`src/sv/bbp_pkg.sv`:
```
// ----------------------------------------------------------------------------
// Bang-bang positioner package
// Shared types, register indexes and constants for the positioner block.
// ----------------------------------------------------------------------------
`default_nettype none

package bbp_pkg;

    localparam int DEFAULT_POSITION_BITS = 10;

    localparam int CFG_INDEX_BITS = 8;
    localparam int CFG_DATA_BITS  = 8;

    localparam logic [CFG_INDEX_BITS-1:0] REG_RUN_SPEED      = 8'd0;
    localparam logic [CFG_INDEX_BITS-1:0] REG_CREEP_SPEED    = 8'd1;
    localparam logic [CFG_INDEX_BITS-1:0] REG_HYSTERESIS     = 8'd2;
    localparam logic [CFG_INDEX_BITS-1:0] REG_BRAKE_DISTANCE = 8'd3;

    localparam logic KIND_START  = 1'b0;
    localparam logic KIND_SAMPLE = 1'b1;

    localparam logic [7:0] IDLE_LEVEL = 8'hFF;

    typedef struct packed {
        logic [7:0] run_speed;
        logic [7:0] creep_speed;
        logic [4:0] hysteresis;
        logic [5:0] brake_distance;
    } cfg_t;

    typedef struct packed {
        logic       relay_one;
        logic       relay_two;
        logic [7:0] motor_level;
        logic       power_on;
        logic       busy_res;
        logic       arrived;
        logic       start_ignored;
    } result_t;

endpackage

`default_nettype wire

```
`src/sv/bbp_core.sv`:
```
// ----------------------------------------------------------------------------
// Bang-bang positioner core
// Move state and the single-pass decision logic for one word.
// ----------------------------------------------------------------------------
`default_nettype none

module bbp_core #(
    parameter int POSITION_BITS = bbp_pkg::DEFAULT_POSITION_BITS
) (
    input  wire                      aclk,
    input  wire                      aresetn,
    input  wire                      en,
    input  wire                      kind,
    input  wire  [POSITION_BITS-1:0] demand_position,
    input  wire  [POSITION_BITS-1:0] position,
    input  wire  bbp_pkg::cfg_t      cfg,
    output bbp_pkg::result_t         result
);
    import bbp_pkg::*;

    logic                     moving_reg, moving_next;
    logic                     dir_up_reg, dir_up_next;
    logic                     braking_reg, braking_next;
    logic                     held_reg, held_next;
    logic [POSITION_BITS-1:0] target_reg, target_next;

    logic [POSITION_BITS-1:0] span;
    logic [POSITION_BITS:0]   pos_ext, tgt_ext, bd_ext;
    logic                     start_ok, brake_hit, done;

    always_comb begin
        span = (demand_position >= position) ? demand_position - position
                                             : position - demand_position;
        start_ok = (span >= {{(POSITION_BITS-5){1'b0}}, cfg.hysteresis});
        pos_ext = {1'b0, position};
        tgt_ext = {1'b0, target_reg};
        bd_ext  = (POSITION_BITS+1)'(cfg.brake_distance);
        if (dir_up_reg) begin
            brake_hit = (pos_ext + bd_ext) >= tgt_ext;
            done      = position >= target_reg;
        end else begin
            brake_hit = pos_ext <= (tgt_ext + bd_ext);
            done      = position <= target_reg;
        end
    end

    always_comb begin
        moving_next  = moving_reg;
        dir_up_next  = dir_up_reg;
        braking_next = braking_reg;
        held_next    = held_reg;
        target_next  = target_reg;
        if (kind == KIND_START) begin
            if (!moving_reg && start_ok) begin
                moving_next  = 1'b1;
                braking_next = 1'b0;
                target_next  = demand_position;
                dir_up_next  = demand_position > position;
                held_next    = demand_position == position;
            end
        end else if (moving_reg) begin
            if (brake_hit) begin
                braking_next = 1'b1;
            end
            if (done) begin
                moving_next  = 1'b0;
                braking_next = 1'b0;
                held_next    = 1'b0;
            end
        end
    end

    always_comb begin
        result = '0;
        if (moving_next) begin
            result.relay_one   = held_next | dir_up_next;
            result.relay_two   = held_next | !dir_up_next;
            result.motor_level = braking_next ? cfg.creep_speed : cfg.run_speed;
            result.power_on    = 1'b1;
            result.busy_res    = 1'b1;
        end else begin
            result.relay_one   = 1'b1;
            result.relay_two   = 1'b1;
            result.motor_level = IDLE_LEVEL;
        end
        result.arrived       = (kind == KIND_SAMPLE) && moving_reg && done;
        result.start_ignored = (kind == KIND_START) && moving_reg;
    end

    always_ff @(posedge aclk) begin
        if (!aresetn) begin
            moving_reg  <= 1'b0;
            dir_up_reg  <= 1'b0;
            braking_reg <= 1'b0;
            held_reg    <= 1'b0;
            target_reg  <= '0;
        end else if (en) begin
            moving_reg  <= moving_next;
            dir_up_reg  <= dir_up_next;
            braking_reg <= braking_next;
            held_reg    <= held_next;
            target_reg  <= target_next;
        end
    end

    assert property (@(posedge aclk) disable iff (!aresetn)
        !moving_reg |-> !braking_reg && !held_reg)
        else $error("Brake or relay hold latched outside a move.");

    assert property (@(posedge aclk) disable iff (!aresetn)
        en && moving_reg && kind == KIND_START |=> $stable(target_reg) && moving_reg)
        else $error("Ignored start word changed the running move.");

endmodule

`default_nettype wire

```
`src/sv/bang_bang_positioner_with_brake_top.sv`:
```
// ----------------------------------------------------------------------------
// Bang-bang positioner with brake
// Top level: configuration registers, move core and a two-word result buffer.
// ----------------------------------------------------------------------------
// The block takes one word per clock cycle while s_ready is high and returns
// exactly one result word for each, held in the output register (or the skid
// register while m_ready stalls); the decision is a few comparisons against the
// registered move state, done combinationally. The result side holds two words
// (an output register and a skid register), so s_ready drops only when both are
// occupied by a stalled m_ready. Configuration writes are always accepted and take effect from the next word on.
`default_nettype none

module bang_bang_positioner_with_brake_top #(
    parameter int POSITION_BITS = bbp_pkg::DEFAULT_POSITION_BITS
) (
    input  wire                                aclk,
    input  wire                                aresetn,
    input  wire                                s_valid,
    output logic                               s_ready,
    input  wire                                s_kind,
    input  wire  [POSITION_BITS-1:0]           s_demand_position,
    input  wire  [POSITION_BITS-1:0]           s_position,
    output logic                               m_valid,
    input  wire                                m_ready,
    output logic                               m_relay_one,
    output logic                               m_relay_two,
    output logic [7:0]                         m_motor_level,
    output logic                               m_power_on,
    output logic                               m_busy_res,
    output logic                               m_arrived,
    output logic                               m_start_ignored,
    input  wire                                cfg_valid,
    output logic                               cfg_ready,
    input  wire  [bbp_pkg::CFG_INDEX_BITS-1:0] cfg_index,
    input  wire  [bbp_pkg::CFG_DATA_BITS-1:0]  cfg_data
);
    import bbp_pkg::*;

    cfg_t    cfg_reg;
    result_t core_result;
    result_t out_reg;
    result_t skid_reg;
    logic    out_valid_reg;
    logic    skid_valid_reg;
    logic    s_accept;

    assign cfg_ready = 1'b1;
    assign s_ready   = !skid_valid_reg;
    assign s_accept  = s_valid && s_ready;

    always_ff @(posedge aclk) begin
        if (!aresetn) begin
            cfg_reg <= '0;
        end else if (cfg_valid) begin
            case (cfg_index)
                REG_RUN_SPEED:      cfg_reg.run_speed      <= cfg_data;
                REG_CREEP_SPEED:    cfg_reg.creep_speed    <= cfg_data;
                REG_HYSTERESIS:     cfg_reg.hysteresis     <= cfg_data[4:0];
                REG_BRAKE_DISTANCE: cfg_reg.brake_distance <= cfg_data[5:0];
                default: begin
                end
            endcase
        end
    end

    bbp_core #(
        .POSITION_BITS(POSITION_BITS)
    ) u_core (
        .aclk           (aclk),
        .aresetn        (aresetn),
        .en             (s_accept),
        .kind           (s_kind),
        .demand_position(s_demand_position),
        .position       (s_position),
        .cfg            (cfg_reg),
        .result         (core_result)
    );

    always_ff @(posedge aclk) begin
        if (!aresetn) begin
            out_valid_reg  <= 1'b0;
            skid_valid_reg <= 1'b0;
        end else if (!out_valid_reg || m_ready) begin
            if (skid_valid_reg) begin
                out_reg        <= skid_reg;
                out_valid_reg  <= 1'b1;
                skid_valid_reg <= 1'b0;
            end else if (s_accept) begin
                out_reg       <= core_result;
                out_valid_reg <= 1'b1;
            end else begin
                out_valid_reg <= 1'b0;
            end
        end else if (s_accept) begin
            skid_reg       <= core_result;
            skid_valid_reg <= 1'b1;
        end
    end

    assign m_valid         = out_valid_reg;
    assign m_relay_one     = out_reg.relay_one;
    assign m_relay_two     = out_reg.relay_two;
    assign m_motor_level   = out_reg.motor_level;
    assign m_power_on      = out_reg.power_on;
    assign m_busy_res      = out_reg.busy_res;
    assign m_arrived       = out_reg.arrived;
    assign m_start_ignored = out_reg.start_ignored;

    assert property (@(posedge aclk) disable iff (!aresetn)
        skid_valid_reg |-> out_valid_reg)
        else $error("Skid register holds a word while the output register is empty.");

    assert property (@(posedge aclk) disable iff (!aresetn)
        out_valid_reg && !m_ready |=> out_valid_reg && $stable(out_reg))
        else $error("Stalled result word changed or vanished.");

    assert property (@(posedge aclk) disable iff (!aresetn)
        out_valid_reg |-> !(out_reg.arrived && out_reg.busy_res)
                          && (out_reg.power_on == out_reg.busy_res))
        else $error("Result word reports an inconsistent move status.");

    assert property (@(posedge aclk) disable iff (!aresetn)
        s_accept && skid_valid_reg |-> 1'b0)
        else $error("Word accepted with both result registers full.");

endmodule

`default_nettype wire

```
`config.mk`:
```
export PLATFORM = sky130hd
export DESIGN_NAME = bang_bang_positioner_with_brake_top
export DESIGN_NICKNAME = d
export VERILOG_FILES = /design/src/sv/bbp_pkg.sv /design/src/sv/bbp_core.sv /design/src/sv/bang_bang_positioner_with_brake_top.sv
export SDC_FILE = /design/constraint.sdc
export NUM_CORES = 1
export LEC_CHECK = 0
export BUFFER_PORTS_ARGS = -buffer_cell sky130_fd_sc_hd__buf_2
export CAP_MARGIN = 20
export CORE_MARGIN = 2
export CORE_UTILIZATION = 30
export CTS_CLUSTER_DIAMETER = 80
export DETAILED_ROUTE_END_ITERATION = 12
export SYNTH_ARGS = -nofsm -noshare
export SYNTH_HDL_FRONTEND = slang
export SYNTH_SLANG_ARGS = --single-unit
```
`constraint.sdc`:
```
create_clock -name aclk -period 5.8 [get_ports aclk]
set_input_delay 1.16 -clock aclk [delete_from_list [all_inputs] [get_ports aclk]]
set_output_delay 1.16 -clock aclk [all_outputs]
set_load 0.01 [all_outputs]
```
======== After elaboration in Yosys (flattened, before gate mapping) ========
Cells that the tools add are included.
storage, ports and cells
  input bits .............................. 42
  flip-flop bits (word level) ............. 71
  output and inout bits ................... 17
  word-level logic and storage cells ...... 90
cells by class
  bitwise logic cells ..................... 5
  reduce and logical (&&, ||, !) cells .... 20
  order comparisons ....................... 7
  $add $sub $neg .......................... 4
  equal/unequal tests ..................... 4
  muxes and demuxes ....................... 25
operators by type and width
  cell                  count
  $mux W14              2
  $add A10 B6 Y11       2
  $ge A10 B10 Y1        2
  $mux W10              2
  $sub A10 B10 Y10      2
  $mux W1               19
  $eq A8 B2 Y1 const B  2
  $ge A11 B10 Y1        1
  $le A10 B11 Y1        1
  $eq A10 B10 Y1        1
  $ge A10 B5 Y1         1
  $gt A10 B10 Y1        1
  $le A10 B10 Y1        1
  $reduce_and A3 Y1     3
  $eq A8 B1 Y1 const B  1
  $logic_not A8 Y1      1
  $mux W8               1
  $reduce_and A2 Y1     4
  $logic_and A1 B1 Y1   5
  $logic_not A1 Y1      4
  $not A1 Y1            3
  $mux W2               1
  $or A1 B1 Y1          2
  $reduce_bool A2 Y1    1
  2 further kinds       2

======== Depth between registers and ports, before layout ========
  depth after elaboration ................. 11
  gate-level depth with buffers ........... 20
  mapped depth without buffers ............ 19

======== By module ========
Synthesis repeated with hierarchy kept, for this count alone.
second synthesis, totals
  cells, all modules ...................... 607
  area total of the unflattened synthesis .. 5,564.1 µm²
by module, submodules not included
  module                               cells each  seq. area each (µm²)  times used  area an instance (µm²)
  bbp_core                             449         280.3                 1           3,394.5
  bang_bang_positioner_with_brake_top  158         1,421.4               1           2,169.6

======== Worst setup path before layout ========
Ideal clock, no wire load.
  path type ............................... input to register
  start point ............................. input s_demand_position[0]
  end point ............................... register out_reg, in the netlist m_power_on, data pin
  setup time .............................. 260 ps
  data arrival time ....................... 4,598 ps
  stages on the path ...................... 19
  path buffers ............................ 1
  data required time ...................... 5,540 ps
  setup slack ............................. 942 ps
  path through ............................ inv_1 -> ha_1 -> inv_1 -> fa_1 -> a21o_2 -> a221oi_4 -> o211ai_4 -> nor3_1 -> a21oi_1 -> xor2_1 -> ha_1 -> a21oi_1 -> o21ai_0 -> a211oi_1 -> nand4_2 -> o2111ai_4 -> nand3_1 -> buf_2 -> mux2_2
between the ends
  cells in the longest elaborated chain, start to end .. 9
  elaborated cells on any way between the ends .. 11
  classes of those cells .................. 2 x add/sub; 2 x order compare; 6 x mux; 1 x reduce/logical
ends and longest elaborated chain
  item                                            RTL line                                   text
  start, declared                                 bang_bang_positioner_with_brake_top.sv:21  input wire [POSITION_BITS-1:0] s_demand_position,
  $sub A10 B10 Y10, or another cell as far along  bbp_core.sv:33                             : position - demand_position;
  $mux W10 (*)                                    bbp_core.sv:32                             span = (demand_position >= position) ? demand_position - position
  $ge A10 B5 Y1 (*)                               bbp_core.sv:34                             start_ok = (span >= {{(POSITION_BITS-5){1'b0}}, cfg.hysteresis});
  $logic_and A1 B1 Y1 (*)                         bbp_core.sv:54                             if (!moving_reg && start_ok) begin
  $mux W1 (*)                                     bbp_core.sv:54
  $mux W1 (*)                                     bbp_core.sv:53                             if (kind == KIND_START) begin
  $mux W2 (*)                                     bbp_core.sv:75                             if (moving_next) begin
  $mux W14 (*)                                    bang_bang_positioner_with_brake_top.sv:88  end else if (s_accept) begin
  $mux W14 (*)                                    bang_bang_positioner_with_brake_top.sv:84  if (skid_valid_reg) begin
  end signal, assigned                            bang_bang_positioner_with_brake_top.sv:85  out_reg <= skid_reg;
  end signal, assigned                            bang_bang_positioner_with_brake_top.sv:89  out_reg <= core_result;
  end, declared                                   bang_bang_positioner_with_brake_top.sv:41  result_t out_reg;
Mark *: on every way between the ends. The rest lies on a longest branch, timed or not. The select of a mux whose other input is x is not followed.
A chain may end at the register's enable or synchronous reset.

======== Worst setup path after layout ========
Ends and elaborated chain as after synthesis.

==> summary.md <==
| Metric | Value |
|---|---|
| Lkg Pwr | `2.65 nW` |
| DRT Wirelength | `13,100 um` |
| Final hold vios | `0` |
| FF+latch count, synth | `69` |
| Max-slew violation count | `0` |
| IO Pins | `59` |
| Cell Area, Synth | `5330 um^2` |
| Hold Slack | `0.479 ns` |
| Worst R2R Start | `u_core.target_reg[0]` |
| CTS resizes | `0` |
| Arrival @ worst endpoint | `5.22 ns` |
| CTS H-tree depth | `3` |
| PortBufs | `57` |
| EDFF count, synth | `26` |
| Synth cell types | `76` |
| DR WL/cell | `15.5 um` |
| Reg2reg setup slack | `1.40 ns` |
| CTS Hold Bufs | `0` |
| Max_cap viols | `0` |
| Reg clk slew, reported paths | `0.06 ns` |
| Row cnt | `48` |
| Total GRT Usage | `15.0%` |
| Final Skew | `0.00757 ns` |
| First-pass iteration count of the detailed router | `4` |
| Worst Setup Start Kind | `input pin` |
| Slew margin rel. | `52.5%` |
| Die area | `18,900 um^2` |
| Via/cell ratio | `4.89` |
| Crit-path cells | `buf_2 -> inv_1 -> ha_1 -> inv_1 -> fa_1 -> a21o_2 -> a221oi_4 -> o211ai_4 -> nor3_1 -> a21oi_1 -> xor2_1 -> ha_1 -> a21oi_1 -> o21ai_0 -> a211oi_1 -> nand4_2 -> o2111ai_4 -> nand3_1 -> mux2_2` |
| Final estimated routing congestion in global placement | `0.958` |
| Critical Path Slowest Stage Cell | `fa_1` |
| Clock sinks | `69` |
| First-pass GRT wire length | `21,600 um` |
| Seq/Total Area, Yosys | `30.8%` |
| Critical Path Fanout Max | `11` |
| Peak supply drop | `138 uV` |
| Ys Warns | `0` |
| Initial antenna violation count | `0` |
| Hold Startpoint | `u_core.held_reg` |
| Async SR Flop Fraction | `0%` |
| Vias post-DR | `4,139` |
| Period utilization | `88.4%` |
| Max Clock Freq | `195 MHz` |
| Fill cells | `1,768` |
| TNS Setup | `0 ns` |
| Cell count after synthesis | `561` |
| Endpoints failing setup | `0` |
| Iter 0 DRT Violations | `245` |
| Syn_nets | `673` |
| Max clock buf depth | `2` |
| Worst Hold Class | `flop to flop` |
| WP data required | `5.89 ns` |
| Die W | `137 um` |
| Top_reg_cell synth | `dfxtp_1` |
| Final worst path period need | `5.13 ns` |
| Chip height | `137 um` |
| Layout cell share with drive strength beyond 1 | `19.1%` |
| Reg-to-reg endpoint | `m_motor_level[1]` |
| Final Util | `35.2%` |
| Final Total Pwr | `1.40 mW` |
| Worst-margin pin slew | `0.705 ns` |
| Met1 Resource Use GR | `19.7%` |
| Number of global-route vias before repair | `4,180` |
| Worst hold stages | `2` |
| Worst stage delay on the critical path | `0.40 ns` |
| Power Density | `229 nW/um^2` |
| Flip-flop count of the largest register after layout | `27` |
| Average size of a mapped cell | `9.51 um^2` |
| Post-CTS Setup Inserts | `0` |
| DP HPWL | `10,400 um` |
| R2R depth | `19` |
| Ant. Diodes | `0` |
| Largest net degree at the start of global routing | `32` |
| Synthesis-to-finish area growth | `14.6%` |
| Root buffer cell | `clkbuf_16` |
| Insertion delay to the later sink of the worst-skew pair | `0.34 ns` |
| Most Crowded Layer GR | `met2` |
| Initial Util | `30.7%` |
| # DRC | `0` |
| WS Path Type | `input pin to flop` |
| Routed Antenna Nets | `0` |
| GR Util met2 | `24.1%` |
| Final nets | `729` |
| GR Layer Usage met3 | `2.94%` |
| Hold path endpoint | `u_core.held_reg` |
| Worst setup EP type | `flop` |
| Unrepaired setup endpoints after global routing | `no` |
| Total CTS buffers | `9` |
| GR Overflow Total | `0` |
| CTS tree | `yes` |
| CORE AREA | `17,400 um^2` |
| Status | `completed` |
==> metrics by stage <==
stage | area (um^2) | setup WS (ns) | cells
after floorplan | 5330 | 0.942 | 561
after global placement | 5810 | 0.379 | 830
after detailed placement | 5810 | 0.308 | 830
after CTS | 6100 | 0.647 | 846
after global routing | 6110 | 0.264 | 847
final | 6110 | 0.674 | 847
==> logic make-up after synthesis <==
| family | synth area share [%] |
|---|---|
| AOI/OAI and AO/OA | 15.7 |
| and+or+nand+nor | 14.9 |
| DFF | 30.8 |
| buffers and inverters | 6.33 |
| other | 0.0703 |
| adders and majority gates | 17.0 |
| muxes | 11.6 |
| xor gates and xnor gates | 3.61 |
==> per-layer routing <==
metal | wire, um | vias up | share of wire, %
met5 | 0 | - | 0
met4 | 311 | 0 | 2.4
met3 | 483 | 18 | 3.7
met2 | 6040 | 84 | 46
met1 | 6260 | 1917 | 48
li1 | - | 2120 | -
==> cells in the final DEF, fill, tap and decap left out, drive strengths merged, types with 3 or more instances in the layout <==
cell type / netlist / final
nor4: 3 / 3
dfxtp: 43 / 43
xor2: 7 / 7
and2: 3 / 3
o31ai: 3 / 3
nand2: 30 / 30
nor2b: 10 / 10
a31oi: 6 / 6
a211o: 3 / 3
nand3b: 3 / 3
o211ai: 4 / 4
o2111ai: 4 / 4
fa: 4 / 4
a211oi: 6 / 6
nand4: 8 / 8
xnor2: 15 / 15
clkinv: 1 / 7
nor2: 53 / 53
o21ai: 18 / 18
mux2: 12 / 12
o21bai: 3 / 3
a21oi: 32 / 32
mux2i: 48 / 48
nor3: 11 / 11
ha: 66 / 66
nand2b: 5 / 5
edfxtp: 26 / 26
buf: 12 / 65
a21o: 14 / 14
o21a: 3 / 3
clkbuf: 8 / 9
and3: 5 / 5
inv: 51 / 51
nand3: 13 / 13
==> synth_stat cells, types with 5 or more instances <==
cell	count	share of area, %
ha_1	66	15
nor2_1	53	3.7
inv_1	51	3.6
mux2i_1	48	9.0
dfxtp_1	43	16
a21oi_1	31	2.9
nand2_1	30	2.1
edfxtp_1	26	15
o21ai_0	17	1.6
xnor2_1	15	2.5
a21o_1	12	1.7
nand3_1	12	1.1
mux2_2	11	2.3
nor2b_1	10	1.2
nor3_1	10	0.94
clkbuf_1	7	0.49
xor2_1	7	1.1
a31oi_1	6	0.70
buf_6	6	1.3
nand4_1	6	0.70
nand2b_1	5	0.59
==> worst max-delay path, delay by kind of cell <==
kind	cells	cell delay (ns)
adders and majority gates	3	0.87
and+or+nand+nor	3	0.74
buffers and inverters	3	0.22
muxes	1	0.38
AOI/OAI and AO/OA	8	1.68
xor gates and xnor gates	1	0.16
==> report_power, final <==
| part | leakage [nW] | internal, mW | switching (mW) |
|---|---|---|---|
| Clock | 0.147 | 0.330 | 0.218 |
| Sequential | 0.586 | 0.524 | 0.0101 |
| Combinational | 1.92 | 0.133 | 0.185 |
| Total | 2.65 | 0.987 | 0.413 |
==> cell type report <==
type | count | area (um^2) | area share, %
well taps | 225 | 282 | 4.61
inverters | 52 | 195 | 3.19
multi-input cells | 420 | 3350 | 54.9
clock inverters | 7 | 66.3 | 1.08
repair buffers | 65 | 349 | 5.71
clock buffers | 9 | 225 | 3.68
flip-flops and latches | 69 | 1640 | 26.9
==> worst max path at each step <==
stage	startpoint	to	slack, ns	depth (start not counted)
finish	s_demand_position[0]	m_power_on	0.67	19
detailed placement	s_demand_position[0]	m_power_on	0.31	19
global route	s_demand_position[0]	m_power_on	0.26	19
floorplan	s_demand_position[0]	m_power_on	0.94	19
CTS	s_demand_position[0]	m_power_on	0.65	19
global placement	s_demand_position[0]	m_power_on	0.38	19
Note: power is estimated with default switching activity, not from simulation.
